--- src/rtl/sha_pkg.sv ---
// sha_pkg: shared types, constants and round functions of the SHA-256 engine.
// Used by the controller, the datapath and the top level.
`default_nettype none
package sha_pkg;

	localparam int unsigned ROUNDS = 64;
	localparam int unsigned BLOCK_WORDS = 16;
	localparam int unsigned HASH_WORDS = 8;

	localparam logic [5:0] POS_LAST = 6'd63;
	localparam logic [5:0] POS_LEN = 6'd56;
	localparam logic [5:0] ROUND_LAST = 6'(ROUNDS - 1);
	localparam logic [2:0] WORD_LAST = 3'd7;
	localparam logic [7:0] PAD_MARK = 8'h80;
	localparam logic [63:0] LEN_STEP = 64'd8;

	localparam logic [31:0] HASH_IV [HASH_WORDS] = '{
		32'h6a09e667, 32'hbb67ae85, 32'h3c6ef372, 32'ha54ff53a,
		32'h510e527f, 32'h9b05688c, 32'h1f83d9ab, 32'h5be0cd19
	};

	localparam logic [31:0] ROUND_K [ROUNDS] = '{
		32'h428a2f98, 32'h71374491, 32'hb5c0fbcf, 32'he9b5dba5,
		32'h3956c25b, 32'h59f111f1, 32'h923f82a4, 32'hab1c5ed5,
		32'hd807aa98, 32'h12835b01, 32'h243185be, 32'h550c7dc3,
		32'h72be5d74, 32'h80deb1fe, 32'h9bdc06a7, 32'hc19bf174,
		32'he49b69c1, 32'hefbe4786, 32'h0fc19dc6, 32'h240ca1cc,
		32'h2de92c6f, 32'h4a7484aa, 32'h5cb0a9dc, 32'h76f988da,
		32'h983e5152, 32'ha831c66d, 32'hb00327c8, 32'hbf597fc7,
		32'hc6e00bf3, 32'hd5a79147, 32'h06ca6351, 32'h14292967,
		32'h27b70a85, 32'h2e1b2138, 32'h4d2c6dfc, 32'h53380d13,
		32'h650a7354, 32'h766a0abb, 32'h81c2c92e, 32'h92722c85,
		32'ha2bfe8a1, 32'ha81a664b, 32'hc24b8b70, 32'hc76c51a3,
		32'hd192e819, 32'hd6990624, 32'hf40e3585, 32'h106aa070,
		32'h19a4c116, 32'h1e376c08, 32'h2748774c, 32'h34b0bcb5,
		32'h391c0cb3, 32'h4ed8aa4a, 32'h5b9cca4f, 32'h682e6ff3,
		32'h748f82ee, 32'h78a5636f, 32'h84c87814, 32'h8cc70208,
		32'h90befffa, 32'ha4506ceb, 32'hbef9a3f7, 32'hc67178f2
	};

	typedef enum logic [3:0] {
		ST_IDLE,
		ST_MARK,
		ST_ZERO,
		ST_LEN,
		ST_ROUND,
		ST_FOLD,
		ST_OUT
	} sha_state_t;

	typedef enum logic [1:0] {
		BSEL_DATA,
		BSEL_MARK,
		BSEL_ZERO,
		BSEL_LEN
	} sha_bsel_t;

	typedef struct packed {
		logic       push;
		sha_bsel_t  bsel;
		logic       add_len;
		logic       init_work;
		logic       do_round;
		logic [5:0] round_idx;
		logic       fold;
		logic       rst_msg;
		logic [2:0] word_idx;
	} sha_cmd_t;

	typedef struct packed {
		logic [5:0] pos;
	} sha_sts_t;

	function automatic logic [31:0] rotr(input logic [31:0] x, input int unsigned n);
		logic [63:0] d;
		d = {x, x} >> n;
		return d[31:0];
	endfunction

	function automatic logic [31:0] big_s0(input logic [31:0] x);
		return rotr(x, 2) ^ rotr(x, 13) ^ rotr(x, 22);
	endfunction

	function automatic logic [31:0] big_s1(input logic [31:0] x);
		return rotr(x, 6) ^ rotr(x, 11) ^ rotr(x, 25);
	endfunction

	function automatic logic [31:0] small_s0(input logic [31:0] x);
		return rotr(x, 7) ^ rotr(x, 18) ^ (x >> 3);
	endfunction

	function automatic logic [31:0] small_s1(input logic [31:0] x);
		return rotr(x, 17) ^ rotr(x, 19) ^ (x >> 10);
	endfunction

endpackage
`default_nettype wire

--- src/rtl/sha_if.sv ---
// sha_byte_if and sha_digest_if: valid/ready channels of the SHA-256 engine.
// Message bytes come in on sha_byte_if, digest words leave on sha_digest_if.
`default_nettype none
interface sha_byte_if;
	logic       valid;
	logic       ready;
	logic [7:0] data_byte;
	logic       byte_present;
	logic       last_byte;

	modport source (output valid, output data_byte, output byte_present, output last_byte,
		input ready);
	modport sink (input valid, input data_byte, input byte_present, input last_byte,
		output ready);
endinterface

interface sha_digest_if;
	logic        valid;
	logic        ready;
	logic [31:0] digest_word;
	logic [2:0]  word_index;
	logic        last_word;

	modport source (output valid, output digest_word, output word_index, output last_word,
		input ready);
	modport sink (input valid, input digest_word, input word_index, input last_word,
		output ready);
endinterface
`default_nettype wire

--- src/rtl/sha256_hash_engine.sv ---
// sha256_hash_engine: top level of the byte-serial SHA-256 engine.
// Depends on sha_pkg, sha_byte_if, sha_digest_if, sha_ctrl and sha_dp.
//
// channel  dir  handshake      payload
// msg      in   valid / ready  data_byte[7:0], byte_present, last_byte
// digest   out  valid / ready  digest_word[31:0], word_index[2:0], last_word
//
// A message byte is taken while idle; the 64th byte of a block starts the rounds
// and then the fold, all done by the single shared round unit.
// Padding feeds one byte per cycle outside the one or two block compressions (up to 72
// bytes, a pause before the length); then eight digest words, one per cycle when taken.
// arst_n clears the sequencer, byte position and length and loads the initial hash.
// msg.ready is high only while idle; a stalled digest word holds until taken.
`default_nettype none
module sha256_hash_engine (
	input wire           clk,
	input wire           arst_n,
	sha_byte_if.sink     msg,
	sha_digest_if.source digest
);
	import sha_pkg::*;

	sha_cmd_t cmd;
	sha_sts_t sts;
	logic [31:0] digest_word;

	sha_ctrl u_ctrl (
		.clk          (clk),
		.arst_n       (arst_n),
		.in_valid     (msg.valid),
		.byte_present (msg.byte_present),
		.last_byte    (msg.last_byte),
		.in_ready     (msg.ready),
		.out_valid    (digest.valid),
		.out_ready    (digest.ready),
		.sts          (sts),
		.cmd          (cmd)
	);

	sha_dp u_dp (
		.clk         (clk),
		.arst_n      (arst_n),
		.cmd         (cmd),
		.data_byte   (msg.data_byte),
		.sts         (sts),
		.digest_word (digest_word)
	);

	assign digest.digest_word = digest_word;
	assign digest.word_index = cmd.word_idx;
	assign digest.last_word = (cmd.word_idx == WORD_LAST);

	a_no_overlap: assert property (@(posedge clk) disable iff (!arst_n)
		!(msg.ready && digest.valid))
		else $error("input taken while digest pending");

	a_last_stalls: assert property (@(posedge clk) disable iff (!arst_n)
		(msg.valid && msg.ready && msg.last_byte) |=> !msg.ready)
		else $error("input taken right after last byte");

	a_done_clean: assert property (@(posedge clk) disable iff (!arst_n)
		(digest.valid && digest.ready && digest.last_word) |=>
		(msg.ready && sts.pos == '0))
		else $error("engine not reset after digest");

	a_pad_aligned: assert property (@(posedge clk) disable iff (!arst_n)
		(digest.valid && digest.word_index == '0) |-> (sts.pos == '0))
		else $error("digest with partial block");

endmodule
`default_nettype wire

--- src/rtl/sha_ctrl.sv ---
// sha_ctrl: sequencer of the SHA-256 engine (byte intake, padding, rounds, digest out).
// Depends on sha_pkg; drives sha_dp through sha_cmd_t and reads sha_sts_t.
`default_nettype none
module sha_ctrl (
	input  wire               clk,
	input  wire               arst_n,
	input  wire               in_valid,
	input  wire               byte_present,
	input  wire               last_byte,
	output logic              in_ready,
	output logic              out_valid,
	input  wire               out_ready,
	input  wire sha_pkg::sha_sts_t sts,
	output sha_pkg::sha_cmd_t cmd
);
	import sha_pkg::*;

	sha_state_t state_q, state_d;
	sha_state_t ret_q, ret_d;
	logic [5:0] round_q, round_d;
	logic [2:0] widx_q, widx_d;

	always_ff @(posedge clk or negedge arst_n) begin
		if (!arst_n) begin
			state_q <= ST_IDLE;
			ret_q <= ST_IDLE;
			round_q <= '0;
			widx_q <= '0;
		end else begin
			state_q <= state_d;
			ret_q <= ret_d;
			round_q <= round_d;
			widx_q <= widx_d;
		end
	end

	always_comb begin
		state_d = state_q;
		ret_d = ret_q;
		round_d = round_q;
		widx_d = widx_q;
		in_ready = 1'b0;
		out_valid = 1'b0;
		cmd = '0;
		cmd.bsel = BSEL_DATA;
		cmd.round_idx = round_q;
		cmd.word_idx = widx_q;
		case (state_q)
			ST_IDLE: begin
				in_ready = 1'b1;
				if (in_valid) begin
					if (byte_present) begin
						cmd.push = 1'b1;
						cmd.add_len = 1'b1;
					end
					if (byte_present && sts.pos == POS_LAST) begin
						cmd.init_work = 1'b1;
						state_d = ST_ROUND;
						ret_d = last_byte ? ST_MARK : ST_IDLE;
					end else if (last_byte) begin
						state_d = ST_MARK;
					end
				end
			end
			ST_MARK: begin
				cmd.push = 1'b1;
				cmd.bsel = BSEL_MARK;
				if (sts.pos == POS_LAST) begin
					cmd.init_work = 1'b1;
					state_d = ST_ROUND;
					ret_d = ST_ZERO;
				end else begin
					state_d = ST_ZERO;
				end
			end
			ST_ZERO: begin
				if (sts.pos == POS_LEN) begin
					state_d = ST_LEN;
				end else begin
					cmd.push = 1'b1;
					cmd.bsel = BSEL_ZERO;
					if (sts.pos == POS_LAST) begin
						cmd.init_work = 1'b1;
						state_d = ST_ROUND;
						ret_d = ST_ZERO;
					end
				end
			end
			ST_LEN: begin
				cmd.push = 1'b1;
				cmd.bsel = BSEL_LEN;
				if (sts.pos == POS_LAST) begin
					cmd.init_work = 1'b1;
					state_d = ST_ROUND;
					ret_d = ST_OUT;
				end
			end
			ST_ROUND: begin
				cmd.do_round = 1'b1;
				round_d = round_q + 6'd1;
				if (round_q == ROUND_LAST) begin
					state_d = ST_FOLD;
				end
			end
			ST_FOLD: begin
				cmd.fold = 1'b1;
				state_d = ret_q;
			end
			ST_OUT: begin
				out_valid = 1'b1;
				if (out_ready) begin
					widx_d = widx_q + 3'd1;
					if (widx_q == WORD_LAST) begin
						cmd.rst_msg = 1'b1;
						state_d = ST_IDLE;
					end
				end
			end
			default: begin
				state_d = ST_IDLE;
			end
		endcase
	end

endmodule
`default_nettype wire

--- src/rtl/sha_dp.sv ---
// sha_dp: SHA-256 datapath: block word line, round variables, hash state, bit length.
// Depends on sha_pkg; steered by sha_ctrl through sha_cmd_t.
`default_nettype none
module sha_dp (
	input  wire               clk,
	input  wire               arst_n,
	input  wire sha_pkg::sha_cmd_t cmd,
	input  wire  [7:0]        data_byte,
	output sha_pkg::sha_sts_t sts,
	output logic [31:0]       digest_word
);
	import sha_pkg::*;

	logic [31:0] words_q [BLOCK_WORDS];
	logic [31:0] work_q [HASH_WORDS];
	logic [31:0] hash_q [HASH_WORDS];
	logic [5:0]  pos_q;
	logic [63:0] len_q;

	logic [7:0]  push_byte;
	logic [31:0] w_next;
	logic [31:0] t1;
	logic [31:0] t2;
	logic [31:0] ch;
	logic [31:0] maj;

	always_comb begin
		case (cmd.bsel)
			BSEL_DATA: push_byte = data_byte;
			BSEL_MARK: push_byte = PAD_MARK;
			BSEL_ZERO: push_byte = '0;
			BSEL_LEN:  push_byte = len_q[{~pos_q[2:0], 3'b000} +: 8];
			default:   push_byte = '0;
		endcase
	end

	assign w_next = small_s1(words_q[14]) + words_q[9] + small_s0(words_q[1]) + words_q[0];
	assign ch = (work_q[4] & work_q[5]) ^ (~work_q[4] & work_q[6]);
	assign maj = (work_q[0] & work_q[1]) ^ (work_q[0] & work_q[2]) ^ (work_q[1] & work_q[2]);
	assign t1 = work_q[7] + big_s1(work_q[4]) + ch + ROUND_K[cmd.round_idx] + words_q[0];
	assign t2 = big_s0(work_q[0]) + maj;

	always_ff @(posedge clk) begin
		if (cmd.push) begin
			for (int i = 0; i < BLOCK_WORDS - 1; i++) begin
				words_q[i] <= {words_q[i][23:0], words_q[i + 1][31:24]};
			end
			words_q[BLOCK_WORDS - 1] <= {words_q[BLOCK_WORDS - 1][23:0], push_byte};
		end else if (cmd.do_round) begin
			for (int i = 0; i < BLOCK_WORDS - 1; i++) begin
				words_q[i] <= words_q[i + 1];
			end
			words_q[BLOCK_WORDS - 1] <= w_next;
		end
	end

	always_ff @(posedge clk) begin
		if (cmd.init_work) begin
			for (int i = 0; i < HASH_WORDS; i++) begin
				work_q[i] <= hash_q[i];
			end
		end else if (cmd.do_round) begin
			work_q[7] <= work_q[6];
			work_q[6] <= work_q[5];
			work_q[5] <= work_q[4];
			work_q[4] <= work_q[3] + t1;
			work_q[3] <= work_q[2];
			work_q[2] <= work_q[1];
			work_q[1] <= work_q[0];
			work_q[0] <= t1 + t2;
		end
	end

	always_ff @(posedge clk or negedge arst_n) begin
		if (!arst_n) begin
			for (int i = 0; i < HASH_WORDS; i++) begin
				hash_q[i] <= HASH_IV[i];
			end
			pos_q <= '0;
			len_q <= '0;
		end else begin
			if (cmd.rst_msg) begin
				for (int i = 0; i < HASH_WORDS; i++) begin
					hash_q[i] <= HASH_IV[i];
				end
			end else if (cmd.fold) begin
				for (int i = 0; i < HASH_WORDS; i++) begin
					hash_q[i] <= hash_q[i] + work_q[i];
				end
			end
			if (cmd.push) begin
				pos_q <= pos_q + 6'd1;
			end else if (cmd.rst_msg) begin
				pos_q <= '0;
			end
			if (cmd.rst_msg) begin
				len_q <= '0;
			end else if (cmd.add_len) begin
				len_q <= len_q + LEN_STEP;
			end
		end
	end

	assign sts.pos = pos_q;
	assign digest_word = hash_q[cmd.word_idx];

endmodule
`default_nettype wire

--- src/flat_wrapper.sv ---
// flat-port wrapper written by rule: the top's interface ports become plain ports
module sha256_hash_engine_flat import sha_pkg::*;
  (clk, arst_n, msg_valid, msg_data_byte, msg_byte_present, msg_last_byte, msg_ready, digest_valid, digest_digest_word, digest_word_index, digest_last_word, digest_ready);
  sha_byte_if msg_i ();
  sha_digest_if digest_i ();
  input wire clk;
  input wire arst_n;
  input wire logic [$bits(msg_i.valid)-1:0] msg_valid;
  input wire logic [$bits(msg_i.data_byte)-1:0] msg_data_byte;
  input wire logic [$bits(msg_i.byte_present)-1:0] msg_byte_present;
  input wire logic [$bits(msg_i.last_byte)-1:0] msg_last_byte;
  output wire logic [$bits(msg_i.ready)-1:0] msg_ready;
  output wire logic [$bits(digest_i.valid)-1:0] digest_valid;
  output wire logic [$bits(digest_i.digest_word)-1:0] digest_digest_word;
  output wire logic [$bits(digest_i.word_index)-1:0] digest_word_index;
  output wire logic [$bits(digest_i.last_word)-1:0] digest_last_word;
  input wire logic [$bits(digest_i.ready)-1:0] digest_ready;
  assign msg_i.valid = msg_valid;
  assign msg_i.data_byte = msg_data_byte;
  assign msg_i.byte_present = msg_byte_present;
  assign msg_i.last_byte = msg_last_byte;
  assign msg_ready = msg_i.ready;
  assign digest_valid = digest_i.valid;
  assign digest_digest_word = digest_i.digest_word;
  assign digest_word_index = digest_i.word_index;
  assign digest_last_word = digest_i.last_word;
  assign digest_i.ready = digest_ready;
  sha256_hash_engine u_core (.clk(clk), .arst_n(arst_n), .msg(msg_i), .digest(digest_i));
endmodule
--- config.mk ---
export PLATFORM = sky130hd
export DESIGN_NAME = sha256_hash_engine_flat
export DESIGN_NICKNAME = d
export VERILOG_FILES = /design/src/rtl/sha_pkg.sv /design/src/rtl/sha_if.sv /design/src/rtl/sha256_hash_engine.sv /design/src/rtl/sha_ctrl.sv /design/src/rtl/sha_dp.sv /design/src/flat_wrapper.sv
export SDC_FILE = /design/constraint.sdc
export NUM_CORES = 2
export LEC_CHECK = 0
export ABC_AREA = 0
export BUFFER_PORTS_ARGS = -buffer_cell sky130_fd_sc_hd__buf_4
export CAP_MARGIN = 10
export CORE_MARGIN = 5
export CORE_UTILIZATION = 60
export DETAILED_ROUTE_END_ITERATION = 7
export PLACE_DENSITY = 0.77
export SYNTH_ARGS = -nofsm -noshare
export SYNTH_HDL_FRONTEND = slang
export SYNTH_SLANG_ARGS = --single-unit
--- constraint.sdc ---
create_clock -name clk -period 50.3 [get_ports clk]
set_input_delay 10.06 -clock clk [delete_from_list [all_inputs] [get_ports clk]]
set_output_delay 10.06 -clock clk [all_outputs]
set_load 0.03 [all_outputs]
# Yosys cells after proc, flatten, opt, wreduce, memory -nomap -nowiden
# Memories as Yosys holds them, arrays and structs flattened.
# Index checks and enable logic that the tools add are counted.
[classes] add_sub_neg=22 multipliers=0 div_mod_pow=0 order_cmp=2 n_eq_ne=21 shifts=1 n_mux=80 bitwise_logic=44 n_reduce_logical=11
[ops] cell="$mux W32" count=28
[ops] cell="$add A32 B32 Y32" count=18
[ops] cell="$mux W256" count=2
[ops] cell="$xor A32 B32 Y32" count=9
[ops] cell="$and A32 B32 Y32" count=5
[ops] cell="$mux W64" count=2
[ops] cell="$bmux W32 S3" count=1
[ops] cell="$add A64 B4 Y64 const B" count=1
[ops] cell="$shiftx A64 B7 Y8" count=1
[ops] cell="$mux W4" count=13
[ops] cell="$not A32 Y32" count=1
[ops] cell="$pmux W8 S4" count=1
[ops] cell="$xor A32 B22 Y32" count=1
[ops] cell="$xor A32 B29 Y32" count=1
[ops] cell="$pmux W4 S7" count=1
[ops] cell="$or A1 B1 Y1" count=24
[ops] cell="$mux W1" count=23
[ops] cell="$eq A6 B6 Y1 const B" count=3
[ops] cell="$pmux W4 S4" count=1
[ops] cell="$ne A2 B2 Y1 const B" count=7
[ops] cell="$add A6 B1 Y6 const B" count=2
[ops] cell="$eq A4 B3 Y1 const B" count=3
[ops] cell="$mux W6" count=2
[ops] cell="$reduce_and A5 Y1" count=2
[ops] cell="other kinds (23)" count=29
[totals] reg_bits=343 latchBits=0 ram_bits=768 rom_bits=2048 output_inout_bits=38 wordCells=198 n_memories=3
[mem_list] memory="(name not given)" depth=64 word_bits=32 read_ports=1 rd_ports_with_merged_regs=0 wr=0 line="sha_dp.sv:40" source="assign t1 = work_q[7] + big_s1(work_q[4]) + ch + ROUND_K[cmd.round_idx] + words_q[0];"
[mem_list] memory="u_core.u_dp.words_q" depth=16 word_bits=32 read_ports=16 rd_ports_with_merged_regs=0 wr=16 line="sha_dp.sv:14" source="logic [31:0] words_q [BLOCK_WORDS];"
[mem_list] memory="u_core.u_dp.work_q" depth=8 word_bits=32 read_ports=8 rd_ports_with_merged_regs=0 wr=8 line="sha_dp.sv:15" source="logic [31:0] work_q [HASH_WORDS];"

# Depth between registers and ports, before layout
# An unclocked memory read counts as a cell.
[logic_depth] ltp_word=9 depth_mapped=43

# By module
# From an unflattened synthesis, not the netlist that was laid out.
[hier_totals] cells_unflattened=7298 area_unflattened_um2=75935.3
[modules_own_cells] module="sha_dp" n_inst=1 cells_each=7202 area_per_inst_um2=75000.7 seq_area_each_um2=31315.0
[modules_own_cells] module="sha_ctrl" n_inst=1 cells_each=95 area_per_inst_um2=928.4 seq_area_each_um2=400.4
[modules_own_cells] module="sha256_hash_engine" n_inst=1 cells_each=1 area_per_inst_um2=6.3 seq_area_each_um2=0.0

# Worst setup path before layout
# No wires, ideal clock.
[synth_timing] path_type="input -> register" startpoint="input port msg_byte_present" endpoint="memory u_core.u_dp.work_q[0][0] (enable)" t_arrival_ns=28.680 slack_ns=20.393 path_stages=6 path_cell_list="nand2_1 nor2_1 a21oi_1 clkbuf_1 clkbuf_1 o21ai_0"
[synth_rtl] element="from (decl)" line="flat_wrapper.sv:10" source="input wire logic [$bits(msg_i.byte_present)-1:0] msg_byte_present;"
[synth_rtl] element="to (decl)" line="sha_dp.sv:15"

# Worst setup path after layout
[layout_timing] startpoint="register u_core.u_ctrl.widx_q[0]" endpoint="output port digest_digest_word[31]"
[layout_between] elab_chain_cells=4
[layout_lines] element="from (decl)" line="sha_ctrl.sv:21" source="logic [2:0] widx_q, widx_d;"
[layout_lines] element="from (signal assigned)" line="sha_ctrl.sv:33" source="widx_q <= widx_d;"
[layout_lines] element="$not A3 Y4 (not written as such)" line="sha_dp.sv:105" source="assign digest_word = hash_q[cmd.word_idx];"
[layout_lines] element="$bmux W32 S3" line="sha_dp.sv:105"
[layout_lines] element="$mux W32 (not written as such) (2 in a row)" line="sha_dp.sv:105"
[layout_lines] element="to (decl)" line="flat_wrapper.sv:14" source="output wire logic [$bits(digest_i.digest_word)-1:0] digest_digest_word;"
# No other way between the ends. The select of a mux whose other input is x is not followed.

==> results_dict.tcl <==
set metrics [dict create \
    postPlaceCellArea_mm2 0.0772 \
    crit_chain "buf_4 > mux4_2 > mux2_2 > buf_4" \
    fin_area_mm2 0.0812 \
    crit_path_start "u_core.u_ctrl.widx_q[0]" \
    critPathLaunchType "register" \
    die_w_um 365 \
    rrSetupSlack_ns 38.94 \
    max-slew-margin-rel_pct 11.7 \
    final_cell_mix "nand2_1, edfxtp_1, o21ai_0" \
    synth_area_leader_cell "edfxtp_1" \
    reg2reg_from "u_core.u_ctrl.round_q[2]" \
    clk_pin_slew_ns 0.06 \
    fin_crit_sh_pct 27.1 \
    required_ns 40.24 \
    ys.flop_type "edfxtp_1" \
    rows 130 \
    setup_tns_ns 0 \
    crit_top_cell "buf_4" \
    hold_start "u_core.u_dp.sts[5]" \
    min_to "u_core.u_dp.sts[5]" \
    dieArea_mm2 0.133 \
    final_nets 8678 \
    antenna_found_initial 2 \
    overflow 0 \
    cts.sinks 1107 \
    cts_buffers 118 \
    ys_seq_area_share_pct 41.9 \
    place_ws_ns 36.09 \
    netlist_top_cells_area "edfxtp_1, nand2_1, dfrtp_1" \
    h-tree-depth 3 \
    synth_cell_types 92 \
    holdCritPathClass "reg -> reg" \
    path_depth 4 \
    final_common_cell "nand2_1" \
    synth_top_area_share_pct 30.4 \
    rsz0062_at_grt "no" \
    clk_path_buf_depth 3 \
    end_kind "output pin" \
    drtIter0Drc 7136 \
    start_util_pct 60.3 \
    grt_max_degree 203 \
    via_count 61500 \
    grt_pass1_wl_um 346000 \
    drc 0 \
    die_h_um 365 \
    slowest_stage "dfrtp_4" \
    r2r-end "u_core.u_dp.work_q[0][31]" \
    grt_pass1_vias 59400 \
    syn2layout_area_growth_pct 7.25 \
    root_buffer "clkbuf_16" \
    whs_ns 0.486 \
    status "finished clean" \
    ys_seq_elements 1107 \
    io_pins 52 \
    place_congestion 0.984 \
    maxCapViolCount 0 \
    critical_path_class "reg -> out" \
    synth_edf_count 768 \
    async_flop_share_pct 30.6 \
    netlist_area_mm2 0.0758 \
    synth_nets 8892 \
    path_buf_inv 2 \
    leakagePower_nw 34.9 \
    ant_nets 0 \
    worst_pin_slew_ns 1.32 \
    yosys_warnings 0 \
    hold_buffers 0 \
    ir_worst_vdd_mv 0.0580 \
    cp.arrival_ns 3.59 \
    r2r_cells 39 \
    grtUsageTotal_pct 33.6 \
    io_buffers 51 \
    fin_crit_ns 13.65 \
    fin_skew_ns 0.0644 \
    crit_fanout 35 \
    setup_ws_ns 36.65 \
    clkLatencyLatePin_ns 0.78 \
    crit_family "buffers and inverters" \
    post_drt_wl_per_cell_um 23.1 \
    fmax_mhz 73.2 \
    dr.pass1.iters 6 \
    postCtsResizedCells 0 \
    min_path_cells 1 \
    antenna_cells 0 \
    synthCells 8285 \
    syn_area_per_cell_um2 9.14 \
    final_hold_viol_count 0 \
    cts_tree "built" \
    wirelength_um 227000 \
    core_area_mm2 0.126 \
    dp_hpwl_um 162000 \
    power_density_mw_per_mm2 38.1 \
    drive_above_1_share_pct 7.73 \
    maxSlewViolCount 0 \
    setup_viol 0 \
    cts_setup_buffers 0 \
    slowest_delay_ns 0.90 \
    viasPerCell 6.25 \
]
sequential cells by signal, indices dropped and copies added (netlist names):
| signal | cells |
|---|---|
| u_core.u_dp.hash_q | 256 |
| u_core.u_dp.work_q | 256 |
| u_core.u_dp.sts | 6 |
| u_core.u_ctrl.widx_q | 3 |
| u_core.u_dp.words_q | 512 |
| u_core.u_ctrl.round_q | 6 |
| u_core.u_ctrl.ret_q | 3 |
| u_core.u_ctrl.state_q | 4 |
| u_core.u_dp.len_q | 61 |
layer usage:
layer	track usage, %	vias to the layer above	part of all wire, %
met5	0	-	0.0071
met4	17.6	2	6.1
met3	5.21	589	8.9
met2	54.1	2949	46
met1	44.3	29800	39
li1	-	28100	-
synthesized netlist by cell type, types with 83 or more instances:
master / n
nor3_1: 118
a21oi_1: 450
inv_1: 325
fa_1: 195
dfrtp_1: 203
mux4_2: 83
clkbuf_1: 416
xnor2_1: 380
nor2_1: 348
o21ai_0: 519
nand2_1: 2445
edfxtp_1: 768
a21o_1: 168
ha_1: 398
dfstp_2: 136
nand3_1: 154
xor2_1: 239
per-stage QoR:
stage                     utilization (%)  power (W)  std cells
after floorplan                         -    0.00190       8285
after global placement               61.5    0.00215       9600
after detailed placement             61.5    0.00217       9600
after CTS                            64.7    0.00309       9824
after global routing                 64.7    0.00324       9825
final                                64.7    0.00310       9825
logic make-up after synthesis:
logic type      synth area share (%)
mux                             3.75
flops                           41.9
buf+inv                         3.93
compound gates                  13.2
xor+xnor                        7.16
fa+ha+maj                       11.8
other cells                  0.00495
simple gates                    18.4
worst register-to-register path: cells and delay by family (launching register included):
| kind | cells | cell delay (ns) |
|---|---|---|
| compound gates | 20 | 4.81 |
| fa+ha+maj | 7 | 2.89 |
| buf+inv | 6 | 1.88 |
| xor+xnor | 2 | 0.68 |
| simple gates | 4 | 0.50 |
| flops | 1 | 0.32 |
worst max-delay path by stage:
stage,to
finish,digest_digest_word[31]
global route,digest_digest_word[31]
CTS,digest_digest_word[31]
detailed placement,u_core.u_dp.words_q[1][128]
global placement,u_core.u_dp.words_q[1][145]
floorplan,u_core.u_dp.work_q[0][0]
report_power, final:
group | internal (W) | switching, W | total, W | leakage, nW
Sequential | 0.00109 | 0.0000753 | 0.00117 | 11.0
Combinational | 0.000396 | 0.000621 | 0.00102 | 21.9
Clock | 0.000520 | 0.000393 | 0.000913 | 1.95
Total | 0.00201 | 0.00109 | 0.00310 | 34.9
area by class of cell:
cell class | instances | area (um^2)
fill | 10100 | 44300
tap | 1650 | 2060
multi-input combinational | 6388 | 41200
clock inverter | 78 | 922
sequential | 1107 | 31700
inverter | 327 | 1230
timing repair buffer | 129 | 1040
clock buffer | 146 | 3110
Note: power is estimated with default switching activity, not from simulation.
